--- src/rtl/core/vwd_pkg.sv ---
// vwd_pkg: shared types and constants for the vertex weld block.
// Used by vwd_ctrl, vwd_dpath and vertex_weld_dedup_top.
`default_nettype none
package vwd_pkg;
   localparam int TABLE_SLOTS_DEF = 1024;
   localparam int COORD_FRAC_DEF  = 16;
   localparam int INV_FRAC_BITS   = 16;
   localparam int INDEX_LIMIT     = 1024;
   localparam logic [23:0] MERGE_MAX = 24'hFFFFFF;
   localparam logic [31:0] INV_TOL_RESET = 32'h0001_0000;
   localparam logic [63:0] HASH_GOLDEN = 64'h9e3779b97f4a7c15;

   typedef enum logic [3:0] {
      ST_IDLE, ST_CLEAR, ST_MUL, ST_QUANT, ST_HASH1, ST_HASH2,
      ST_READ, ST_CHECK, ST_OUT
   } state_type;

   // commands from controller to datapath
   typedef struct packed {
      logic load;
      logic clear_step;
      logic mul;
      logic quant;
      logic hash1;
      logic hash2;
      logic read;
      logic check;
   } cmd_type;

   // status from datapath to controller
   typedef struct packed {
      logic clear_done;
      logic start_new;
      logic probe_done;
   } sts_type;
endpackage
`default_nettype wire

--- src/rtl/core/vwd_ctrl.sv ---
// vwd_ctrl: sequencer for the weld block (clear sweep, multiply, quantize, hash, probe).
// Depends on vwd_pkg.
`default_nettype none
module vwd_ctrl (
   input  wire logic clock,
   input  wire logic reset,
   input  wire logic req_valid,
   output logic      req_stall,
   output logic      rsp_valid,
   input  wire logic rsp_stall,
   input  wire vwd_pkg::sts_type sts,
   output vwd_pkg::cmd_type cmd
);
   vwd_pkg::state_type state_ff, state_in;
   logic rsp_valid_ff, rsp_valid_in;

   // hold state and output valid
   always_ff @(posedge clock) begin
      if (reset) begin
         state_ff     <= vwd_pkg::ST_CLEAR;
         rsp_valid_ff <= 1'b0;
      end else begin
         state_ff     <= state_in;
         rsp_valid_ff <= rsp_valid_in;
      end
   end

   assign rsp_valid = rsp_valid_ff;

   // next state and commands
   always_comb begin
      state_in     = state_ff;
      rsp_valid_in = rsp_valid_ff && rsp_stall;
      cmd          = '0;
      req_stall    = 1'b1;
      case (state_ff)
         vwd_pkg::ST_IDLE: begin
            req_stall = rsp_valid_ff;
            if (req_valid && !rsp_valid_ff) begin
               cmd.load = 1'b1;
               state_in = vwd_pkg::ST_MUL;
            end
         end
         vwd_pkg::ST_CLEAR: begin
            cmd.clear_step = 1'b1;
            if (sts.clear_done)
               state_in = sts.start_new ? vwd_pkg::ST_QUANT : vwd_pkg::ST_IDLE;
         end
         vwd_pkg::ST_MUL: begin
            cmd.mul  = 1'b1;
            state_in = sts.start_new ? vwd_pkg::ST_CLEAR : vwd_pkg::ST_QUANT;
         end
         vwd_pkg::ST_QUANT: begin
            cmd.quant = 1'b1;
            state_in  = vwd_pkg::ST_HASH1;
         end
         vwd_pkg::ST_HASH1: begin
            cmd.hash1 = 1'b1;
            state_in  = vwd_pkg::ST_HASH2;
         end
         vwd_pkg::ST_HASH2: begin
            cmd.hash2 = 1'b1;
            state_in  = vwd_pkg::ST_READ;
         end
         vwd_pkg::ST_READ: begin
            cmd.read = 1'b1;
            state_in = vwd_pkg::ST_CHECK;
         end
         vwd_pkg::ST_CHECK: begin
            cmd.check = 1'b1;
            state_in  = sts.probe_done ? vwd_pkg::ST_OUT : vwd_pkg::ST_READ;
         end
         vwd_pkg::ST_OUT: begin
            rsp_valid_in = 1'b1;
            state_in     = vwd_pkg::ST_IDLE;
         end
         default: state_in = vwd_pkg::ST_IDLE;
      endcase
   end
endmodule
`default_nettype wire

--- config.mk ---
export PLATFORM = sky130hd
export DESIGN_NAME = vwd_ctrl
export DESIGN_NICKNAME = d
export VERILOG_FILES = /design/src/rtl/core/vwd_pkg.sv /design/src/rtl/core/vwd_ctrl.sv
export SDC_FILE = /design/constraint.sdc
export NUM_CORES = 1
export LEC_CHECK = 0
export ABC_AREA = 1
export BUFFER_PORTS_ARGS = -buffer_cell sky130_fd_sc_hd__buf_2
export CORE_AREA = 2 2 39 41
export CTS_BUF_LIST = sky130_fd_sc_hd__clkbuf_4 sky130_fd_sc_hd__clkbuf_8 sky130_fd_sc_hd__clkbuf_16
export CTS_CLUSTER_SIZE = 12
export DETAILED_ROUTE_END_ITERATION = 16
export DIE_AREA = 0 0 41 43
export GPL_TIMING_DRIVEN = 0
export HOLD_SLACK_MARGIN = 0.06
export SYNTH_ARGS = -nofsm -noshare
export SYNTH_HDL_FRONTEND = slang
export SYNTH_SLANG_ARGS = --single-unit
--- constraint.sdc ---
create_clock -name clock -period 1.12 [get_ports clock]
set_input_delay 0.224 -clock clock [delete_from_list [all_inputs] [get_ports clock]]
set_output_delay 0.224 -clock clock [all_outputs]
set_load 0.02 [all_outputs]
==> results of run 1 <==
-- layout by cell type (no fill, tap or decap), types with 2 or more instances in the layout --
cell and instances:
sky130_fd_sc_hd__buf_2 7, sky130_fd_sc_hd__buf_4 11, sky130_fd_sc_hd__buf_6 9, sky130_fd_sc_hd__clkbuf_4 4
sky130_fd_sc_hd__dfxtp_4 4, sky130_fd_sc_hd__inv_1 8, sky130_fd_sc_hd__inv_2 4, sky130_fd_sc_hd__inv_4 2
sky130_fd_sc_hd__inv_6 2, sky130_fd_sc_hd__nand2_1 10, sky130_fd_sc_hd__nand2_2 2, sky130_fd_sc_hd__nand2_4 2
sky130_fd_sc_hd__nand3_1 3, sky130_fd_sc_hd__nand3_2 2, sky130_fd_sc_hd__nand4_1 3, sky130_fd_sc_hd__nor2_2 2
sky130_fd_sc_hd__nor2_4 3, sky130_fd_sc_hd__nor3_2 2, sky130_fd_sc_hd__nor3_4 2, sky130_fd_sc_hd__o211ai_1 2
-- sequential cells by signal, summed over array words and instances, names as in the netlist --
| name | flops |
|---|---|
| rsp_valid | 1 |
| state_ff | 4 |
-- area by class of cell --
cell class,count,area (um^2)
clock buffer,4,30.0
fill,140,669
inverter,16,75.1
multi-input combinational,36,255
sequential,5,115
tap,16,20.0
timing repair buffer,27,219
-- final timing paths --
check | slack (ps) | to | depth (start not counted) | from
worst max-delay path | -250 | cmd[5] | 5 | state_ff[3]
worst min-delay path | 210 | state_ff[1] | 2 | reset
worst max register to register | -80 | state_ff[0] | 8 | state_ff[3]
worst min register to register | 470 | rsp_valid | 2 | rsp_valid
-- logic make-up (layout without fill, tap and decap cells) --
logic type      after synthesis  count (layout)  share of synthesized area
buf+inv                      16              47                      0.168
compound gates                4               4                     0.0734
flops                         5               5                      0.280
simple gates                 32              32                      0.479
-- layer usage --
layer | share of wire | track usage
met1 | 0.43 | 0.165
met2 | 0.50 | 0.200
met3 | 0.066 | 0.0785
met4 | 0 | 0.0200
met5 | 0 | 0
-- stage by stage --
| step | cells | util | setup WS, ps | hold slack [ps] |
|---|---|---|---|---|
| finish | 104 | 0.516 | -249 | 208 |
| global route | 104 | 0.516 | -289 | 199 |
| CTS | 99 | 0.434 | -256 | 205 |
| detailed placement | 89 | 0.338 | -94.5 | 468 |
| global placement | 89 | 0.338 | -74.8 | 461 |
| floorplan | 57 | - | -171 | 290 |
-- worst max-delay path, cell delays in order (launching register included) --
cell	delay, ps
sky130_fd_sc_hd__dfxtp_4	360
sky130_fd_sc_hd__nor2_4	150
sky130_fd_sc_hd__buf_4	140
sky130_fd_sc_hd__nand3_2	90
sky130_fd_sc_hd__inv_2	60
sky130_fd_sc_hd__buf_6	110
-- power by group through the flow --
stage	Combinational [W]	Clock [W]	Sequential, W
2_1_floorplan	0.000673	0	0.000306
3_3_place_gp	0.000856	0	0.000321
3_5_place_dp	0.000868	0	0.000322
4_1_cts	0.00111	0.000241	0.000357
5_1_grt	0.00154	0.000258	0.000390
6_report	0.00143	0.000232	0.000377
-- repair_timing --
action / CTS / global route
pin swaps: 4 / 8
setup endpoints to repair: 10 / 11
resized for setup: 22 / 23
setup buffers: 6 / 6
==> impl_metrics.json, run 1 <==
{
  "cts.sink_count": 5,
  "ctsLongestPathBuffers": 2,
  "holdCritPathClass": "input port to flip-flop",
  "initial_core_util": 0.259,
  "fp.dieH_um": 43,
  "post-route-worst-setup-slack_ps": -249,
  "totalPowerFinal_w": 0.00204,
  "yosysSeqAreaShare": 0.280,
  "power_switching_w": 0.000957,
  "yosys_register_bits": 5,
  "syn-instance-count": 57,
  "post_drt_wl_per_cell_um": 9.44,
  "number_of_global_route_vias_before_repair": 404,
  "syn-cell-area_um2": 358,
  "synthesis.area_per_instance_um2": 6.28,
  "drt_iter0_markers": 11,
  "ys.warnings.count": 0,
  "crit_required_ps": 900,
  "share_comb_of_total_power": 0.701,
  "synth.top_cells.by_count": "12 x sky130_fd_sc_hd__nand2_1, 11 x sky130_fd_sc_hd__inv_1, 5 x sky130_fd_sc_hd__dfxtp_1, 5 x sky130_fd_sc_hd__inv_2",
  "fin_area_um2": 714,
  "critPathArrivalTime_ps": 1150,
  "synthDominantCellAreaShare": 0.280,
  "max_freq_mhz": 730,
  "pwr-share-clk": 0.114,
  "place_area_um2": 468,
  "outcome": "complete, but fails checks",
  "crit_type": "flip-flop to output port",
  "power.density_cell_area_nw_per_um2": 2850,
  "clkTransAtPathRegs_ps": 50,
  "synth_cell_types": 16,
  "crit_path_end_kind": "output port",
  "tritoncts_clock_tree": "done",
  "internal_power_summed_over_all_cells_w": 0.00108,
  "seqPwrFrac": 0.185,
  "detailedRoute.firstPassIterationCount": 3,
  "globalplace.congestion": 0.707,
  "p_sw_frac": 0.470,
  "postCtsHoldBufs": 0,
  "edff_count_synth": 0,
  "netlist.top_cell.by_area": "sky130_fd_sc_hd__dfxtp_1",
  "grt_first_pass_wirelength_um": 1570,
  "die_area_um2": 1760,
  "largest_net_degree_at_the_start_of_global_routing": 8,
  "fin_worst_skew_ps": 5.11,
  "h-tree-depth": 1,
  "nNetsFinal": 96,
  "dr_total_vias": 459,
  "clockRootBuffer": "sky130_fd_sc_hd__clkbuf_4",
  "finalSetupViolations": 11,
  "period_minus_slack_ps": 1370,
  "synth_area_leaders": "sky130_fd_sc_hd__dfxtp_1 28%, sky130_fd_sc_hd__nand2_1 13%, sky130_fd_sc_hd__inv_1 12%",
  "design.core.area_um2": 1380,
  "ant_nets": 0,
  "die_width_um": 41,
  "async_flop_share": 0,
  "routed_via_density": 4.41,
  "track_usage": 0.134,
  "antenna_found_initial": 0,
  "share_of_post_route_cells_with_drive_strength_above_1": 0.659,
  "tritoncts.num_buffers": 3,
  "max-vdd-ir-drop_uv": 1350,
  "grt_setup_unrepaired": "yes",
  "leakage_nw": 0.379,
  "synth_ff_type": "sky130_fd_sc_hd__dfxtp_1",
  "max-slew-margin-rel": 0.866,
  "site_rows": 14,
  "ios": 17,
  "fin_setup_tns_ps": -1940,
  "n_antenna_cell": 0,
  "timing.critical_path.from_type": "flip-flop",
  "flow.area_growth_from_synthesis_pct": 99.7,
  "finalCritPeriodShare": 1.22,
  "route.detailed.drc": 0,
  "critical_path.max_fanout": 4,
  "dpl.hpwl_um": 677,
  "clock_latency_ps": 240,
  "portBuffers": 16,
  "synth.net_count": 64,
  "max_slew.worst_pin.slew_ps": 200,
  "yosysMostFrequentCell": "sky130_fd_sc_hd__nand2_1",
  "failed_checks": "negative setup slack",
  "routed_wl_um": 982,
  "drv_slew": 0,
  "final_hold_viol_count": 0,
  "max-cap-violations": 0,
  "grt_remaining_overflow": 0
}
Note: power is estimated with default switching activity, not from simulation.
==> run 2, diff against run 1 <==
--- a/config.mk
+++ b/config.mk
@@ -14,6 +14,8 @@
 export DIE_AREA = 0 0 41 43
 export GPL_TIMING_DRIVEN = 0
 export HOLD_SLACK_MARGIN = 0.06
+export PLACE_DENSITY = 0.61
+export RECOVER_POWER = 25
 export SYNTH_ARGS = -nofsm -noshare
 export SYNTH_HDL_FRONTEND = slang
 export SYNTH_SLANG_ARGS = --single-unit
==> impl_metrics.json, run 2 (synthesized netlist as in run 1, its figures left out) <==
{
  "share_of_post_route_cells_with_drive_strength_above_1": 0.682,
  "crit_path_end_kind": "output port",
  "most_flops_register": "state_ff",
  "outcome": "complete, but fails checks",
  "met3RoutedLength_um": 73,
  "antenna_found_initial": 0,
  "die_area_um2": 1760,
  "final_util": 0.495,
  "place_area_um2": 468,
  "fin_worst_skew_ps": 0.366,
  "most-common-layout-cells": "16 x sky130_fd_sc_hd__buf_4, 9 x sky130_fd_sc_hd__inv_1, 7 x sky130_fd_sc_hd__nand2_1, 7 x sky130_fd_sc_hd__buf_2, 6 x sky130_fd_sc_hd__nand2_2",
  "max-slew-margin-rel": 0.859,
  "power.density_cell_area_nw_per_um2": 2970,
  "portBuffers": 16,
  "routed-wl-met2_um": 571,
  "mostFrequentLayoutCell": "sky130_fd_sc_hd__buf_4",
  "period_minus_slack_ps": 1340,
  "ctsLongestPathBuffers": 2,
  "timing.critical_path.cells": "inv_2, nor2_4, inv_4, nor3_2, buf_4",
  "dp.cells": 89,
  "leakage_nw": 0.358,
  "holdCritPathClass": "input port to flip-flop",
  "drv_slew": 0,
  "design.core.area_um2": 1380,
  "final_cell_count_no_fill": 104,
  "globalplace.congestion": 0.811,
  "n_antenna_cell": 0,
  "finalCritPeriodShare": 1.20,
  "clock_latency_ps": 240,
  "dpl.hpwl_um": 643,
  "critical-path-max-stage-delay_ps": 350,
  "dp_worst_setup_slack_ps": -69.8,
  "grt_remaining_overflow": 0,
  "tritoncts.num_buffers": 3,
  "clkTransAtPathRegs_ps": 40,
  "dr_total_vias": 481,
  "ant_nets": 0,
  "timing.critical_path.from_type": "flip-flop",
  "detailedRoute.firstPassIterationCount": 4,
  "grt_setup_unrepaired": "yes",
  "track_usage": 0.112,
  "finalSetupViolations": 9,
  "holdWs_ps": 199,
  "post_drt_wl_per_cell_um": 10.2,
  "clockRootBuffer": "sky130_fd_sc_hd__clkbuf_4",
  "critical-path-slowest-cell": "sky130_fd_sc_hd__dfxtp_2",
  "max_freq_mhz": 744,
  "wl_met1_um": 414,
  "largest_register_ffs": 4,
  "critical_path.startpoint": "state_ff[2]",
  "regToRegSetupSlack_ps": 0,
  "nNetsFinal": 96,
  "die_width_um": 41,
  "top_layer": "met3",
  "crit_type": "flip-flop to output port",
  "cts.sink_count": 5,
  "largest_net_degree_at_the_start_of_global_routing": 6,
  "tritoncts_clock_tree": "done",
  "crit_required_ps": 900,
  "critical_path.max_fanout": 4,
  "grt_first_pass_wirelength_um": 1390,
  "timing.hold.worst.start": "reset",
  "ios": 17,
  "postCtsHoldBufs": 0,
  "max-cap-violations": 0,
  "h-tree-depth": 1,
  "number_of_global_route_vias_before_repair": 348,
  "critPathArrivalTime_ps": 1120,
  "drt_iter0_markers": 7,
  "worst_r2r_startpoint": "state_ff[2]",
  "fp.dieH_um": 43,
  "routed_wl_um": 1060,
  "max-vdd-ir-drop_uv": 1080,
  "flow.area_growth_from_synthesis_pct": 91.3,
  "initial_core_util": 0.259,
  "route.detailed.drc": 0,
  "post-route-worst-setup-slack_ps": -223,
  "routed_via_density": 4.63,
  "max_slew.worst_pin.slew_ps": 210,
  "failed_checks": "negative setup slack",
  "final_hold_viol_count": 0,
  "site_rows": 14,
  "fin_area_um2": 684
}
## run 2: changes by cell type in the layout (fill, tap and decap cells not counted), moves of 2 or more
cell and delta:
sky130_fd_sc_hd__buf_4 +5, sky130_fd_sc_hd__buf_6 -5, sky130_fd_sc_hd__nand2_2 +4, sky130_fd_sc_hd__nand2_1 -3, sky130_fd_sc_hd__dfxtp_2 +2, sky130_fd_sc_hd__dfxtp_4 -2
## run 2: worst paths after layout
path                               endpoint  depth (start not counted)
worst max register to register  state_ff[1]                          8
worst min register to register    rsp_valid                          2
worst min-delay path            state_ff[1]                          2
worst max-delay path                 cmd[1]                          5
## run 2: what timing repair did
action / 4_1_cts / 5_1_grt
pin swaps: 2 / 4
buffers inserted: 7 / 4
setup endpoints to repair: 9 / 11
gates resized for setup: 24 / 13
## run 2: per-layer routing
metal | track usage | vias up
met1 | 0.151 | 216
met5 | 0 | -
met3 | 0.0314 | 0
met4 | 0.0200 | 0
li1 | - | 243
met2 | 0.175 | 22
## run 2: final cells by class
cell class | count | area [um^2]
Fill cell | 134 | 699
Inverter | 16 | 72.6
Sequential cell | 5 | 110
Tap cell | 16 | 20.0
Multi-Input combinational cell | 36 | 251
Clock buffer | 4 | 30.0
Timing Repair Buffer | 27 | 200
## run 2: critical path: cells and delay by family (launching register included)
kind	cells	cell delay [ps]
buf+inv	3	290
flops	1	350
simple gates	2	240
## run 2: per-stage QoR
| step | TNS, ps | total power (W) |
|---|---|---|
| 3_3_place_gp | -217 | 0.00117 |
| 5_1_grt | -2380 | 0.00217 |
| 4_1_cts | -1730 | 0.00176 |
| 3_5_place_dp | -236 | 0.00118 |
| 2_1_floorplan | -342 | 0.000979 |
| 6_report | -1720 | 0.00203 |
## run 2: power by group
part           internal, W  total (W)  switching (W)
Sequential        0.000260   0.000368       0.000108
Clock             0.000159   0.000231      0.0000722
Combinational     0.000660    0.00143       0.000773
==> run 3, diff against run 2 <==
==> constraint.sdc (replaced) <==
create_clock -name clock -period 1.4 [get_ports clock]
set_input_delay 0.28 -clock clock [delete_from_list [all_inputs] [get_ports clock]]
set_output_delay 0.28 -clock clock [all_outputs]
set_load 0.02 [all_outputs]
==> impl_metrics.json, run 3 (synthesized netlist as in run 1, its figures left out) <==
{
  "outcome": "complete, but fails checks",
  "failed_checks": "negative setup slack",
  "finalSetupViolations": 1,
  "grt_first_pass_wirelength_um": 1450,
  "largest_register_ffs": 4,
  "portBuffers": 16,
  "power.density_cell_area_nw_per_um2": 2250,
  "crit_required_ps": 1120,
  "worst_r2r_startpoint": "state_ff[2]",
  "tritoncts_clock_tree": "done",
  "period_minus_slack_ps": 1400,
  "max-vdd-ir-drop_uv": 621,
  "max-cap-violations": 0,
  "die_width_um": 41,
  "dpl.hpwl_um": 656,
  "site_rows": 14,
  "initial_core_util": 0.259,
  "ios": 17,
  "antenna_found_initial": 0,
  "critical_path.max_fanout": 5,
  "number_of_global_route_vias_before_repair": 336,
  "cts.sink_count": 5,
  "final_cell_count_no_fill": 94,
  "critPathArrivalTime_ps": 1120,
  "final_hold_viol_count": 0,
  "max_freq_mhz": 714,
  "fin_area_um2": 563,
  "timing.hold.worst.start": "reset",
  "holdCritPathClass": "input port to flip-flop",
  "endpoint_of_the_lowest_slack_register_to_register_path": "state_ff[0]",
  "largest_net_degree_at_the_start_of_global_routing": 8,
  "routed_via_density": 4.60,
  "mostFrequentLayoutCell": "sky130_fd_sc_hd__nand2_1",
  "drv_slew": 0,
  "fp.dieH_um": 43,
  "nNetsFinal": 86,
  "finalCritPeriodShare": 1.00,
  "grt_setup_unrepaired": "yes",
  "crit_type": "flip-flop to output port",
  "route.detailed.drc": 0,
  "post_drt_wl_per_cell_um": 9.35,
  "ctsLongestPathBuffers": 2,
  "h-tree-depth": 1,
  "place_area_um2": 458,
  "flow.area_growth_from_synthesis_pct": 57.3,
  "leakage_nw": 0.309,
  "globalplace.congestion": 0.828,
  "most-common-layout-cells": "12 x sky130_fd_sc_hd__nand2_1, 10 x sky130_fd_sc_hd__inv_1, 10 x sky130_fd_sc_hd__buf_2",
  "post-route-worst-setup-slack_ps": -1.06,
  "track_usage": 0.116,
  "fin_worst_skew_ps": 0.716,
  "max-slew-margin-rel": 0.878,
  "dp_worst_setup_slack_ps": 146,
  "ant_nets": 0,
  "dp.cells": 89,
  "dr_total_vias": 432,
  "n_antenna_cell": 0,
  "clock_latency_ps": 230,
  "regToRegSetupSlack_ps": 310,
  "most_flops_register": "state_ff",
  "whs_path_depth": 2,
  "clockRootBuffer": "sky130_fd_sc_hd__clkbuf_4",
  "crit_path_end_kind": "output port",
  "drt_iter0_markers": 6,
  "detailedRoute.firstPassIterationCount": 4,
  "grt_remaining_overflow": 0,
  "tritoncts.num_buffers": 3,
  "totalPowerFinal_w": 0.00127,
  "max_slew.worst_pin.slew_ps": 183,
  "design.core.area_um2": 1380,
  "share_of_post_route_cells_with_drive_strength_above_1": 0.538,
  "postCtsHoldBufs": 0,
  "clkTransAtPathRegs_ps": 40,
  "die_area_um2": 1760,
  "timing.critical_path.from_type": "flip-flop",
  "reg2regPathDepth": 7,
  "whs_endpoint": "state_ff[1]",
  "routed_wl_um": 879
}
==> run 3: cell types whose count changed in the layout (fill, tap and decap cells not counted), sizes merged <==
cell and change:
buf -10
==> run 3: what timing repair did <==
action,in CTS,in global routing
pin swaps,1,1
endpoints found under the setup margin,9,9
cloned,0,0
buffers inserted,1,0
gates resized for setup,13,11
==> run 3: routing by layer <==
metal	track usage	routed length (um)	vias to the layer above
li1	-	-	224
met1	0.163	404	197
met2	0.175	442	11
met3	0.0314	32	0
met4	0.0200	0	0
met5	0	0	-
==> run 3: layout make-up <==
type	count	area, um^2
clock buffer	4	30.0
fill	155	821
inverter	16	67.6
multi-input combinational	36	223
sequential	5	113
tap	16	20.0
timing repair buffer	17	110
==> run 3: worst max path at each step <==
stage	from	end	slack [ps]	cells after the start
floorplan	state_ff[2]	cmd[1]	50	4
global placement	state_ff[2]	cmd[1]	160	5
detailed placement	state_ff[2]	cmd[1]	150	5
CTS	state_ff[2]	cmd[6]	-7	4
global route	state_ff[2]	cmd[7]	-80	4
finish	state_ff[2]	cmd[6]	-1	4
==> run 3: through the flow <==
step                      utilization  hold WS [ps]  TNS (ps)
final                           0.407           259     -1.06
after global routing            0.407           267      -411
after CTS                       0.382           259     -15.4
after detailed placement        0.331           487         0
after global placement          0.331           460         0
after floorplan                     -           346         0
==> run 3: where the power goes <==
group / total [W] / switching [W] / internal (W)
clock: 0.000182 / 0.0000555 / 0.000127
sequential: 0.000300 / 0.0000875 / 0.000213
combinational: 0.000783 / 0.000485 / 0.000297
==> run 3: worst max-delay path, cell delays in order, from the launching register on <==
cell and delay, ps:
sky130_fd_sc_hd__dfxtp_4 350, sky130_fd_sc_hd__nor2_4 160, sky130_fd_sc_hd__inv_2 70, sky130_fd_sc_hd__nor3_1 120, sky130_fd_sc_hd__buf_2 190
